==> src/hw/rtl/frustum_box_cull_assert.svh <==
// Assertion macros for the frustum box cull block.
// Included by files that carry concurrent assertions; no other dependencies.
`ifndef FRUSTUM_BOX_CULL_ASSERT_SVH
`define FRUSTUM_BOX_CULL_ASSERT_SVH

// Same-cycle implication check.
`define FBC_ASSERT_IMP(lbl, clk, rst_n, ante, cons) \
	lbl: assert property (@(posedge clk) disable iff (!rst_n) (ante) |-> (cons)) \
		else $error("frustum_box_cull: assertion failed");

// Next-cycle implication check.
`define FBC_ASSERT_NXT(lbl, clk, rst_n, ante, cons) \
	lbl: assert property (@(posedge clk) disable iff (!rst_n) (ante) |=> (cons)) \
		else $error("frustum_box_cull: assertion failed");

`endif

==> src/hw/rtl/fbc_pkg.sv <==
// Shared types, constants and codes for the frustum box cull block.
// No dependencies.
`timescale 1ns / 1ps
`default_nettype none

package fbc_pkg;

	localparam int ELEM_W        = 32;
	localparam int IDX_W         = 4;
	localparam int DIM           = 4;
	localparam int AXES          = 3;
	localparam int NUM_PLANES    = 6;
	localparam int PLANE_W       = 3;
	localparam int DEF_FRAC_BITS = 16;

	localparam logic [PLANE_W-1:0] PLANE_LAST = PLANE_W'(NUM_PLANES - 1);

	// Item kinds
	localparam logic ACT_WRITE = 1'b0;
	localparam logic ACT_TEST  = 1'b1;

	typedef logic [ELEM_W-1:0] elem_t;
	// One matrix column, rows 0..3
	typedef logic [DIM-1:0][ELEM_W-1:0] col_t;
	// x, y, z
	typedef logic [AXES-1:0][ELEM_W-1:0] vec_t;

	typedef enum logic [1:0] {
		ST_IDLE,
		ST_RUN,
		ST_DRAIN,
		ST_DONE
	} fbc_state_t;

	// Sequencer controls for the matrix store and the dot unit
	typedef struct packed {
		logic load;   // copy columns 0..2 into the column shift line
		logic shift;  // advance the column shift line to the next axis
		logic fire;   // evaluate one plane this cycle
		logic neg;    // plane uses column 3 minus column k
		logic clear;  // clear the culled flag for a new box
	} fbc_ctrl_t;

endpackage

`default_nettype wire

==> src/hw/rtl/fbc_matrix.sv <==
// View matrix store with a column shift line feeding the dot unit.
// Depends on fbc_pkg.
`timescale 1ns / 1ps
`default_nettype none

module fbc_matrix import fbc_pkg::*; (
	input  wire logic             clk,
	input  wire logic             arst_n,
	input  wire logic             wr_en,
	input  wire logic [IDX_W-1:0] wr_idx,
	input  wire elem_t            wr_data,
	input  wire fbc_ctrl_t        ctrl,
	output col_t                  col_k,
	output col_t                  col_3
);

	logic [DIM*DIM-1:0][ELEM_W-1:0] m_q;
	col_t                           cols_q [AXES];

	// Matrix elements, index 4*row+col, zero after reset
	always_ff @(posedge clk or negedge arst_n) begin
		if (!arst_n) begin
			m_q <= '0;
		end else if (wr_en) begin
			m_q[wr_idx] <= wr_data;
		end
	end

	// Column shift line: head holds column k of the plane pair in progress
	always_ff @(posedge clk) begin
		if (ctrl.load) begin
			for (int c = 0; c < AXES; c++) begin
				for (int r = 0; r < DIM; r++) begin
					cols_q[c][r] <= m_q[r*DIM + c];
				end
			end
		end else if (ctrl.shift) begin
			for (int c = 0; c < AXES-1; c++) begin
				cols_q[c] <= cols_q[c+1];
			end
		end
	end

	assign col_k = cols_q[0];

	// Column 3 is read in place
	always_comb begin
		for (int r = 0; r < DIM; r++) begin
			col_3[r] = m_q[r*DIM + DIM - 1];
		end
	end

endmodule

`default_nettype wire

==> config.mk <==
export PLATFORM = sky130hd
export DESIGN_NAME = fbc_matrix
export DESIGN_NICKNAME = d
export VERILOG_FILES = /design/src/hw/rtl/frustum_box_cull_assert.svh /design/src/hw/rtl/fbc_pkg.sv /design/src/hw/rtl/fbc_matrix.sv
export SDC_FILE = /design/constraint.sdc
export NUM_CORES = 1
export LEC_CHECK = 0
export BUFFER_PORTS_ARGS = -buffer_cell sky130_fd_sc_hd__buf_2
export CORE_UTILIZATION = 45
export CTS_CLUSTER_SIZE = 30
export DETAILED_ROUTE_END_ITERATION = 16
export GPL_TIMING_DRIVEN = 0
export PLACE_DENSITY_LB_ADDON = 0.08
export SLEW_MARGIN = 20
export SYNTH_ARGS = -nofsm -noshare
export SYNTH_HDL_FRONTEND = slang
export SYNTH_SLANG_ARGS = --single-unit
==> constraint.sdc <==
create_clock -name clk -period 0.8 [get_ports clk]
set_input_delay 0.08 -clock clk [delete_from_list [all_inputs] [get_ports clk]]
set_output_delay 0.08 -clock clk [all_outputs]
set_load 0.02 [all_outputs]
==> results.sh, run 1 <==
export IMPL_outcome="complete, but fails checks"
export IMPL_violations="hold timing, setup timing"
export IMPL_ys_seq_elements=896
export IMPL_pwr_share_clk=0.319
export IMPL_rsz0062_at_grt="yes"
export IMPL_clock_sinks=896
export IMPL_yosys_warnings=0
export IMPL_max_stage_delay_ns=0.52
export IMPL_cts_root_buffer="clkbuf_16"
export IMPL_r2r_end="col_3[90]"
export IMPL_vias_per_cell=5.17
export IMPL_overflow=0
export IMPL_die_h_microns=285
export IMPL_switchingPower_mw=37.4
export IMPL_core_area_sq_mm=0.0791
export IMPL_yosys_area_top_type="dfrtp_1"
export IMPL_drive_above_1_share=0.571
export IMPL_whs_ns=-0.627
export IMPL_synth_top_family_by_area="multiplexers"
export IMPL_fin_skew_ns=0.0199
export IMPL_slew_violations=0
export IMPL_crit_path_max_fanout=1
export IMPL_synth_area_leaders="dfrtp_1, edfxtp_1, mux2_2"
export IMPL_synth_top_area_frac=0.355
export IMPL_clk_latency_ns=0.64
export IMPL_leakage_nw=23.4
export IMPL_synth_fa_ha_area_frac=0
export IMPL_power_density_mw_per_mm2=2700
export IMPL_htreeDepth=3
export IMPL_min_path_type="primary input to asynchronous set/reset pin"
export IMPL_syn_area_per_cell_sq_um=13.8
export IMPL_max_slew_worst_pin_slew_ns=0.985
export IMPL_fin_ws_ns=-0.619
export IMPL_drc=0
export IMPL_cts_buffers=93
export IMPL_ys_seq_area_frac=0.674
export IMPL_hold_viol=230
export IMPL_syn_nets=2667
export IMPL_synth_xor_area_frac=0
export IMPL_num_antenna_cells=0
export IMPL_slew_headroom=0.343
export IMPL_grt_max_degree=95
export IMPL_wirelength_mm=104
export IMPL_worst_path_buf_inv=1
export IMPL_synth_compound_area_share=0.0358
export IMPL_fin_crit_sh=1.77
export IMPL_worst_ep_arrival_time_ns=1.34
export IMPL_synth_distinct_cells=19
export IMPL_syn2layout_area_growth_pct=45.8
export IMPL_synth_edf_count=384
export IMPL_power_frac_comb=0.228
export IMPL_die_width_microns=285
export IMPL_antenna_found_initial=2
export IMPL_async_reset_ff_frac=0.571
export IMPL_cts_tree="yes"
export IMPL_wl_per_cell_microns=24.4
export IMPL_max_freq_mhz=705
export IMPL_cp_slowest_cell="edfxtp_1"
export IMPL_placed_cells=3978
export IMPL_drtIter0Drc=1321
export IMPL_ios=300
export IMPL_grt_pass1_wl_mm=152
export IMPL_cp_end_kind="output port"
export IMPL_critPathKind="register to output port"
export IMPL_finalNetCount=3199
export IMPL_r2r_start="col_3[90]"
export IMPL_crit_required_ns=0.72
export IMPL_yosysMostFrequentCell="dfrtp_1"
export IMPL_cts_clk_slew_worst_paths_ns=0.06
export IMPL_num_vias=22139
export IMPL_finalSetupViolations=1063
export IMPL_netlist_area_sq_mm=0.0361
export IMPL_stdcell_count=4286
export IMPL_cap_violations=0
export IMPL_ff2ff_path_depth=3
export IMPL_numPortBuffers=293
export IMPL_critPathLaunchType="register"
export IMPL_synthSimpleGateAreaFrac=0.0566
export IMPL_swShare=0.263
export IMPL_ys_flop_type="dfrtp_1"
export IMPL_path_cells="buf_6"
export IMPL_reg2reg_slack_ns=-0.23
export IMPL_hpwl_mm=60.3
export IMPL_critPathTopFamily="flip-flops"
export IMPL_netlist_instances=2623
export IMPL_cts_buffer_depth=3
export IMPL_intPower_mw=105
export IMPL_grt_pass1_vias=23476
export IMPL_drt_first_pass_iters=5
export IMPL_place_congestion=0.805
export IMPL_finalCriticalPeriod_ns=1.42
export IMPL_grt_usage=0.252
export IMPL_rows=103
export IMPL_ant_nets=0
export IMPL_synth_mux_area_frac=0.160
export IMPL_seq_power_share=0.453
export IMPL_dieArea_sq_mm=0.0814
export IMPL_peakVddDrop_uv=1520
export IMPL_initial_core_util=0.456
export IMPL_yosys_top_cells_count="dfrtp_1, nand2_1, mux2_2"
[kinds of logic after synthesis]
family	count (synthesis)
compound gates	256
buf+inv	427
simple gates	532
flops	896
mux	512
[layout make-up]
| class | count | area, sq um |
|---|---|---|
| Fill cell | 5414 | 26500 |
| Clock buffer | 131 | 2680 |
| Sequential cell | 896 | 24300 |
| Clock inverter | 45 | 536 |
| Buffer | 281 | 3130 |
| Multi-Input combinational cell | 1302 | 12800 |
| Timing Repair Buffer | 581 | 7840 |
| Tap cell | 1050 | 1310 |
[power by group through the flow]
stage / Clock, mW / Combinational, mW / Sequential (mW)
final: 45.3 / 32.4 / 64.5
after global routing: 48.0 / 34.2 / 65.3
after CTS: 46.0 / 30.4 / 63.5
after detailed placement: 0 / 23.3 / 63.1
after global placement: 0 / 22.6 / 62.8
after floorplan: 0 / 17.3 / 61.7
[cell usage in the layout, fill, tap and decap left out, types with 87 or more instances in the layout]
master,count
dfrtp_1,511
nand2_4,156
mux2_4,356
edfxtp_1,384
o21ai_2,132
clkbuf_16,121
mux2_2,156
o21ai_1,87
buf_12,89
nand2_1,280
buf_6,450
[sequential cells by signal, summed over array words and instances, names as in the netlist]
signal	count
cols_q	384
m_q	384
col_3	128
[worst max-delay path by stage]
stage | start | to | slack [ns] | depth (start not counted)
after floorplan | ctrl[4] | cols_q[0][0] | -2.07 | 5
final | cols_q[0][67] | col_k[67] | -0.62 | 1
after global placement | arst_n | m_q[145] | -11.14 | 1
after CTS | cols_q[0][67] | col_k[67] | -0.63 | 1
after detailed placement | ctrl[4] | cols_q[0][50] | -2.17 | 10
after global routing | cols_q[0][66] | col_k[66] | -0.64 | 1
[through the flow]
step	power, mW	setup TNS, ns	setup WS [ns]	utilization	area [sq um]
after floorplan	79.0	-822.63	-2.07	-	38000
after global placement	85.5	-8565.32	-11.14	0.515	40800
after detailed placement	86.4	-1439.23	-2.17	0.519	41100
after CTS	140	-297.13	-0.633	0.640	50600
after global routing	148	-260.54	-0.636	0.665	52600
final	142	-253.55	-0.619	0.665	52600
[routing by layer]
metal,part of all wire,track usage,up-vias
li1,-,-,9931
met1,0.42,0.328,11470
met2,0.51,0.426,581
met3,0.046,0.0424,155
met4,0.032,0.0854,2
met5,0.000086,0,-
[what timing repair did]
action	in CTS	in global routing
gates resized for setup	1362	599
pin swaps	17	19
hold buffers	33	1
setup endpoints to repair	1408	1294
buffers inserted	132	62
endpoints found under the hold margin	461	202
cloned	73	17
No activity file was read; power rests on OpenSTA's default activity.
==> inputs of run 2 (changes only) <==
--- a/config.mk
+++ b/config.mk
@@ -11,6 +11,7 @@
 export DETAILED_ROUTE_END_ITERATION = 16
 export GPL_TIMING_DRIVEN = 0
 export PLACE_DENSITY_LB_ADDON = 0.08
+export SETUP_SLACK_MARGIN = 0.4
 export SLEW_MARGIN = 20
 export SYNTH_ARGS = -nofsm -noshare
 export SYNTH_HDL_FRONTEND = slang
==> constraint.sdc (replaced) <==
create_clock -name clk -period 0.8 [get_ports clk]
set_input_delay 0.12 -clock clk [delete_from_list [all_inputs] [get_ports clk]]
set_output_delay 0.12 -clock clk [all_outputs]
set_load 0.02 [all_outputs]
==> run 2 against run 1 <==
  * Cell count is 3.0% higher
  * Non-clock buffer count increased by 129
  * Die area stayed put
  * Combinational power up 6.8%
  * The run still ends with hold timing, setup timing left
  * First-iteration DRC count grew 0.68%
  * Global-route usage is 1.2 points lower
  * Largest power group unchanged
  * Highest routed layer unchanged
  * Utilization is 1.4 points higher
  * Setup slack worse by 0.14 ns
  * Clock-buffer cell count did not move
==> results.sh, run 2 (synthesis results as in run 1) <==
export IMPL_rows=103
export IMPL_die_width_microns=285
export IMPL_rsz0062_at_grt="yes"
export IMPL_cts_clk_slew_worst_paths_ns=0.06
export IMPL_cp_end_kind="output port"
export IMPL_fin_ws_ns=-0.758
export IMPL_drtIter0Drc=1330
export IMPL_critPathMostFrequentCell="buf_6"
export IMPL_dieArea_sq_mm=0.0814
export IMPL_post_route_util=0.679
export IMPL_drt_first_pass_iters=5
export IMPL_worst_ep_arrival_time_ns=1.44
export IMPL_num_antenna_cells=0
export IMPL_max_freq_mhz=642
export IMPL_placed_cell_area_sq_mm=0.0411
export IMPL_max_slew_worst_pin_slew_ns=0.957
export IMPL_critPathTopFamily="flip-flops"
export IMPL_fin_skew_ns=0.0248
export IMPL_critPathLaunchType="register"
export IMPL_min_path_type="primary input to register"
export IMPL_grt_pass1_vias=23093
export IMPL_power_frac_comb=0.240
export IMPL_violations="hold timing, setup timing"
export IMPL_overflow=0
export IMPL_outcome="complete, but fails checks"
export IMPL_drive_above_1_share=0.582
export IMPL_grt_max_degree=95
export IMPL_drc=0
export IMPL_wl_per_cell_microns=23.5
export IMPL_peakVddDrop_uv=1590
export IMPL_die_h_microns=285
export IMPL_finalNetCount=3327
export IMPL_path_cells="buf_6 > buf_6"
export IMPL_slew_headroom=0.362
export IMPL_cts_tree="yes"
export IMPL_grt_pass1_wl_mm=146
export IMPL_clock_sinks=896
export IMPL_final_seq_area_sq_mm=0.0243
export IMPL_crit_required_ns=0.68
export IMPL_antenna_found_initial=2
export IMPL_fin_crit_sh=1.95
export IMPL_final_common_cell="buf_6"
export IMPL_swShare=0.261
export IMPL_power_total_mw=144
export IMPL_htreeDepth=3
export IMPL_crit_path_max_fanout=1
export IMPL_num_fill_cells=5314
export IMPL_ios=300
export IMPL_hpwl_mm=60.3
export IMPL_switchingPower_mw=37.6
export IMPL_clk_latency_ns=0.64
export IMPL_ant_nets=0
export IMPL_num_vias=22497
export IMPL_multiInputGateArea_sq_mm=0.0124
export IMPL_wirelength_mm=104
export IMPL_numPortBuffers=293
export IMPL_place_congestion=0.805
export IMPL_power_density_mw_per_mm2=2680
export IMPL_cts_root_buffer="clkbuf_16"
export IMPL_intPower_mw=106
export IMPL_cap_violations=0
export IMPL_cts_buffers=93
export IMPL_max_stage_delay_ns=0.51
export IMPL_cts_buffer_depth=3
export IMPL_pre_cts_ws_ns=-2.21
export IMPL_pwr_share_clk=0.315
export IMPL_grt_usage=0.240
export IMPL_critPathKind="register to output port"
export IMPL_worst_path_buf_inv=2
export IMPL_syn2layout_area_growth_pct=48.8
export IMPL_finalSetupViolations=1488
export IMPL_initial_core_util=0.456
export IMPL_leakage_nw=24.0
export IMPL_core_area_sq_mm=0.0791
export IMPL_mostFrequentLayoutCells="buf_6, dfrtp_1, edfxtp_1"
export IMPL_cp_slowest_cell="edfxtp_1"
export IMPL_vias_per_cell=5.10
export IMPL_seq_power_share=0.445
export IMPL_fin_area_sq_mm=0.0537
export IMPL_whs_ns=-0.138
export IMPL_hold_viol=207
export IMPL_finalCriticalPeriod_ns=1.56
export IMPL_slew_violations=0
run 2: changes by cell type in the layout (fill, tap and decap cells not counted), moves of 14 or more:
| cell | delta |
|---|---|
| buf_12 | -16 |
| buf_4 | +47 |
| buf_6 | +95 |
| clkbuf_16 | +14 |
| dlygate4sd3_1 | -33 |
| mux2_2 | +16 |
| mux2_4 | -17 |
| nand2_1 | +29 |
| nand2_4 | -22 |
| o21ai_0 | +35 |
| o21ai_1 | -17 |
| o21ai_2 | -16 |
run 2: path summary, 6_finish.rpt:
check	startpoint	end	slack, ns	cells past startpoint
worst max-delay path	cols_q[0][67]	col_k[67]	-0.76	2
worst max register to register	col_3[27]	col_3[27]	-0.26	3
worst min register to register	m_q[65]	cols_q[0][257]	0.44	0
max in group asynchronous	arst_n	m_q[177]	-0.27	4
min in group asynchronous	arst_n	col_3[66]	0.16	2
worst min-delay path	wr_data[31]	col_3[127]	-0.14	2
run 2: cell type report:
class | count | area share
clock inverters | 45 | 0.00997
flip-flops and latches | 896 | 0.453
repair buffers | 564 | 0.145
well taps | 1050 | 0.0245
multi-input cells | 1301 | 0.231
plain buffers | 427 | 0.0858
clock buffers | 131 | 0.0500
run 2: power groups by stage:
stage,logic (mW),registers (mW),clock network (mW)
finish,34.6,64.1,45.3
CTS,31.1,62.9,46.0
global placement,22.6,62.8,0
global route,36.5,64.9,48.1
floorplan,17.3,61.7,0
detailed placement,23.3,63.1,0
run 2: routing by layer:
layer  track usage  routed length [microns]  up-vias
met4        0.0773                     3070        2
met1         0.312                    42500    11608
met2         0.411                    54100      559
met3        0.0374                     4250      156
li1              -                        -    10172
met5             0                        7        -
run 2: stage by stage:
stage,instances,TNS (ns)
2_1_floorplan,2623,-863.59
3_3_place_gp,3966,-8632.14
6_report,4414,-465.33
4_1_cts,4307,-465.40
3_5_place_dp,3978,-1500.97
5_1_grt,4414,-499.81
run 2: what timing repair did:
action                                   CTS  global route
buffers inserted                          97            71
pin swaps                                  1            10
hold endpoints to repair                 302           484
gates cloned                              56            35
endpoints found under the setup margin  1921          1921
resized for setup                       1073           781
==> inputs of run 3 (changes only) <==
==> constraint.sdc (replaced) <==
create_clock -name clk -period 0.8 [get_ports clk]
set_input_delay 0.04 -clock clk [delete_from_list [all_inputs] [get_ports clk]]
set_output_delay 0.04 -clock clk [all_outputs]
set_load 0.02 [all_outputs]
==> run 3 against run 2 <==
  * The flow still finishes with violations (hold timing, setup timing)
  * Global-route usage about the same
  * Largest cell class unchanged
  * Largest power group unchanged
  * Setup slack improved by 0.084 ns
  * Critical path depth stayed put
  * Via count decreased by 0.28%
  * Non-clock buffer count down 13
  * Sequential power about the same
==> results.sh, run 3 (synthesis results as in run 1) <==
export IMPL_outcome="complete, but fails checks"
export IMPL_violations="hold timing, setup timing"
export IMPL_finalNetCount=3314
export IMPL_critPathLaunchType="register"
export IMPL_critPathMostFrequentCell="buf_6"
export IMPL_placed_cell_area_sq_mm=0.0411
export IMPL_cap_violations=0
export IMPL_min_path_type="primary input to register"
export IMPL_hold_path_startpoint="wr_data[12]"
export IMPL_hpwl_mm=60.3
export IMPL_crit_cells=2
export IMPL_final_seq_area_sq_mm=0.0243
export IMPL_pwr_share_clk=0.315
export IMPL_seq_power_share=0.445
export IMPL_crit_path_max_fanout=1
export IMPL_leakage_nw=23.9
export IMPL_ff2ff_path_depth=3
export IMPL_grt_pass1_wl_mm=146
export IMPL_dieArea_sq_mm=0.0814
export IMPL_rsz0062_at_grt="yes"
export IMPL_num_antenna_cells=0
export IMPL_crit_required_ns=0.76
export IMPL_cts_tree="yes"
export IMPL_htreeDepth=3
export IMPL_fin_ws_ns=-0.674
export IMPL_drive_above_1_share=0.580
export IMPL_numPortBuffers=293
export IMPL_power_frac_comb=0.240
export IMPL_fin_crit_sh=1.84
export IMPL_finalCriticalPeriod_ns=1.47
export IMPL_initial_core_util=0.456
export IMPL_die_h_microns=285
export IMPL_whs_ns=-0.220
export IMPL_cts_clk_slew_worst_paths_ns=0.06
export IMPL_hold_viol=233
export IMPL_cts_buffers=93
export IMPL_worst_ep_arrival_time_ns=1.43
export IMPL_num_fill_cells=5340
export IMPL_drc=0
export IMPL_cts_buffer_depth=3
export IMPL_max_slew_worst_pin_slew_ns=1.01
export IMPL_placed_cells=3978
export IMPL_cts_root_buffer="clkbuf_16"
export IMPL_grt_max_degree=95
export IMPL_final_common_cell="buf_6"
export IMPL_wirelength_mm=103
export IMPL_num_vias=22435
export IMPL_stdcell_count=4401
export IMPL_antenna_found_initial=1
export IMPL_slew_violations=0
export IMPL_core_area_sq_mm=0.0791
export IMPL_peakVddDrop_uv=1580
export IMPL_critPathKind="register to output port"
export IMPL_finalSetupViolations=1353
export IMPL_clock_sinks=896
export IMPL_syn2layout_area_growth_pct=47.9
export IMPL_cp_slowest_cell="edfxtp_1"
export IMPL_fin_area_sq_mm=0.0534
export IMPL_slew_headroom=0.326
export IMPL_drt_first_pass_iters=5
export IMPL_path_cells="buf_6 > buf_6"
export IMPL_overflow=0
export IMPL_place_congestion=0.805
export IMPL_die_width_microns=285
export IMPL_grt_usage=0.240
export IMPL_ios=300
export IMPL_intPower_mw=106
export IMPL_max_stage_delay_ns=0.51
export IMPL_switchingPower_mw=37.6
export IMPL_hold_path_depth=2
export IMPL_fin_tns_setup_ns=-360.33
export IMPL_pre_cts_ws_ns=-2.13
export IMPL_multiInputGateArea_sq_mm=0.0125
export IMPL_rows=103
export IMPL_ant_nets=0
export IMPL_r2r_start="col_3[27]"
export IMPL_grt_pass1_vias=23088
export IMPL_clk_latency_ns=0.64
export IMPL_vias_per_cell=5.10
export IMPL_max_freq_mhz=678
export IMPL_swShare=0.261
export IMPL_mostFrequentLayoutCells="buf_6, dfrtp_1, edfxtp_1"
export IMPL_fin_skew_ns=0.0206
export IMPL_cp_end_kind="output port"
export IMPL_critPathTopFamily="flip-flops"
export IMPL_drtIter0Drc=1381
export IMPL_worst_path_buf_inv=2
export IMPL_crit_start="cols_q[0][67]"
export IMPL_power_density_mw_per_mm2=2700
export IMPL_wl_per_cell_microns=23.3
run 3: cell types whose count changed in the layout (fill, tap and decap cells not counted), moves of 4 or more:
| cell | change |
|---|---|
| clkbuf_2 | -4 |
| buf_8 | +7 |
| mux2_4 | +16 |
| mux2_2 | -16 |
| buf_12 | -10 |
| clkbuf_16 | -11 |
| clkbuf_1 | +5 |
run 3: worst paths after layout:
kind | endpoint | slack (ns)
max reg2reg | col_3[27] | -0.26
min | m_q[428] | -0.22
min reg2reg | cols_q[0][263] | 0.44
max | col_k[67] | -0.67
min in group asynchronous | col_3[66] | 0.07
max in group asynchronous | col_3[11] | -0.27
run 3: metal layers:
layer | vias to the layer above | track usage | part of all wire
li1 | 10145 | - | -
met1 | 11583 | 0.313 | 0.41
met2 | 551 | 0.413 | 0.52
met3 | 154 | 0.0367 | 0.042
met4 | 2 | 0.0749 | 0.029
met5 | - | 0 | 0.000068
run 3: power by group through the flow:
stage,sequential (mW),clock (mW),combinational [mW]
finish,64.0,45.3,34.6
global route,64.9,48.0,36.5
CTS,62.9,46.0,31.1
detailed placement,63.1,0,23.3
global placement,62.8,0,22.6
floorplan,61.7,0,17.3
run 3: worst register-to-register path, delay by kind of cell, from the launching register on:
| family | cells | cell delay [ns] |
|---|---|---|
| buffers and inverters | 2 | 0.26 |
| flip-flops | 1 | 0.40 |
| multiplexers | 1 | 0.27 |
run 3: repair_timing:
action / 4_1_cts / 5_1_grt
gates cloned: 56 / 24
gates resized for setup: 1069 / 773
buffers inserted: 98 / 68
setup endpoints to repair: 1834 / 1921
endpoints found under the hold margin: 328 / 507
pin swaps: 3 / 10
run 3: per-stage QoR:
stage | utilization | total power [mW] | hold WS (ns)
after floorplan | - | 79.0 | -0.256
after detailed placement | 0.519 | 86.4 | 0.119
after global routing | 0.675 | 149 | -0.225
after global placement | 0.515 | 85.5 | 0.413
after CTS | 0.630 | 140 | -0.567
final | 0.675 | 144 | -0.220
run 3: final cells by class:
cell class / count / area share
Tap cell: 1050 / 0.0246
Sequential cell: 896 / 0.456
Multi-Input combinational cell: 1301 / 0.233
Clock buffer: 131 / 0.0503
Buffer: 427 / 0.0853
Clock inverter: 45 / 0.0100
Timing Repair Buffer: 551 / 0.140
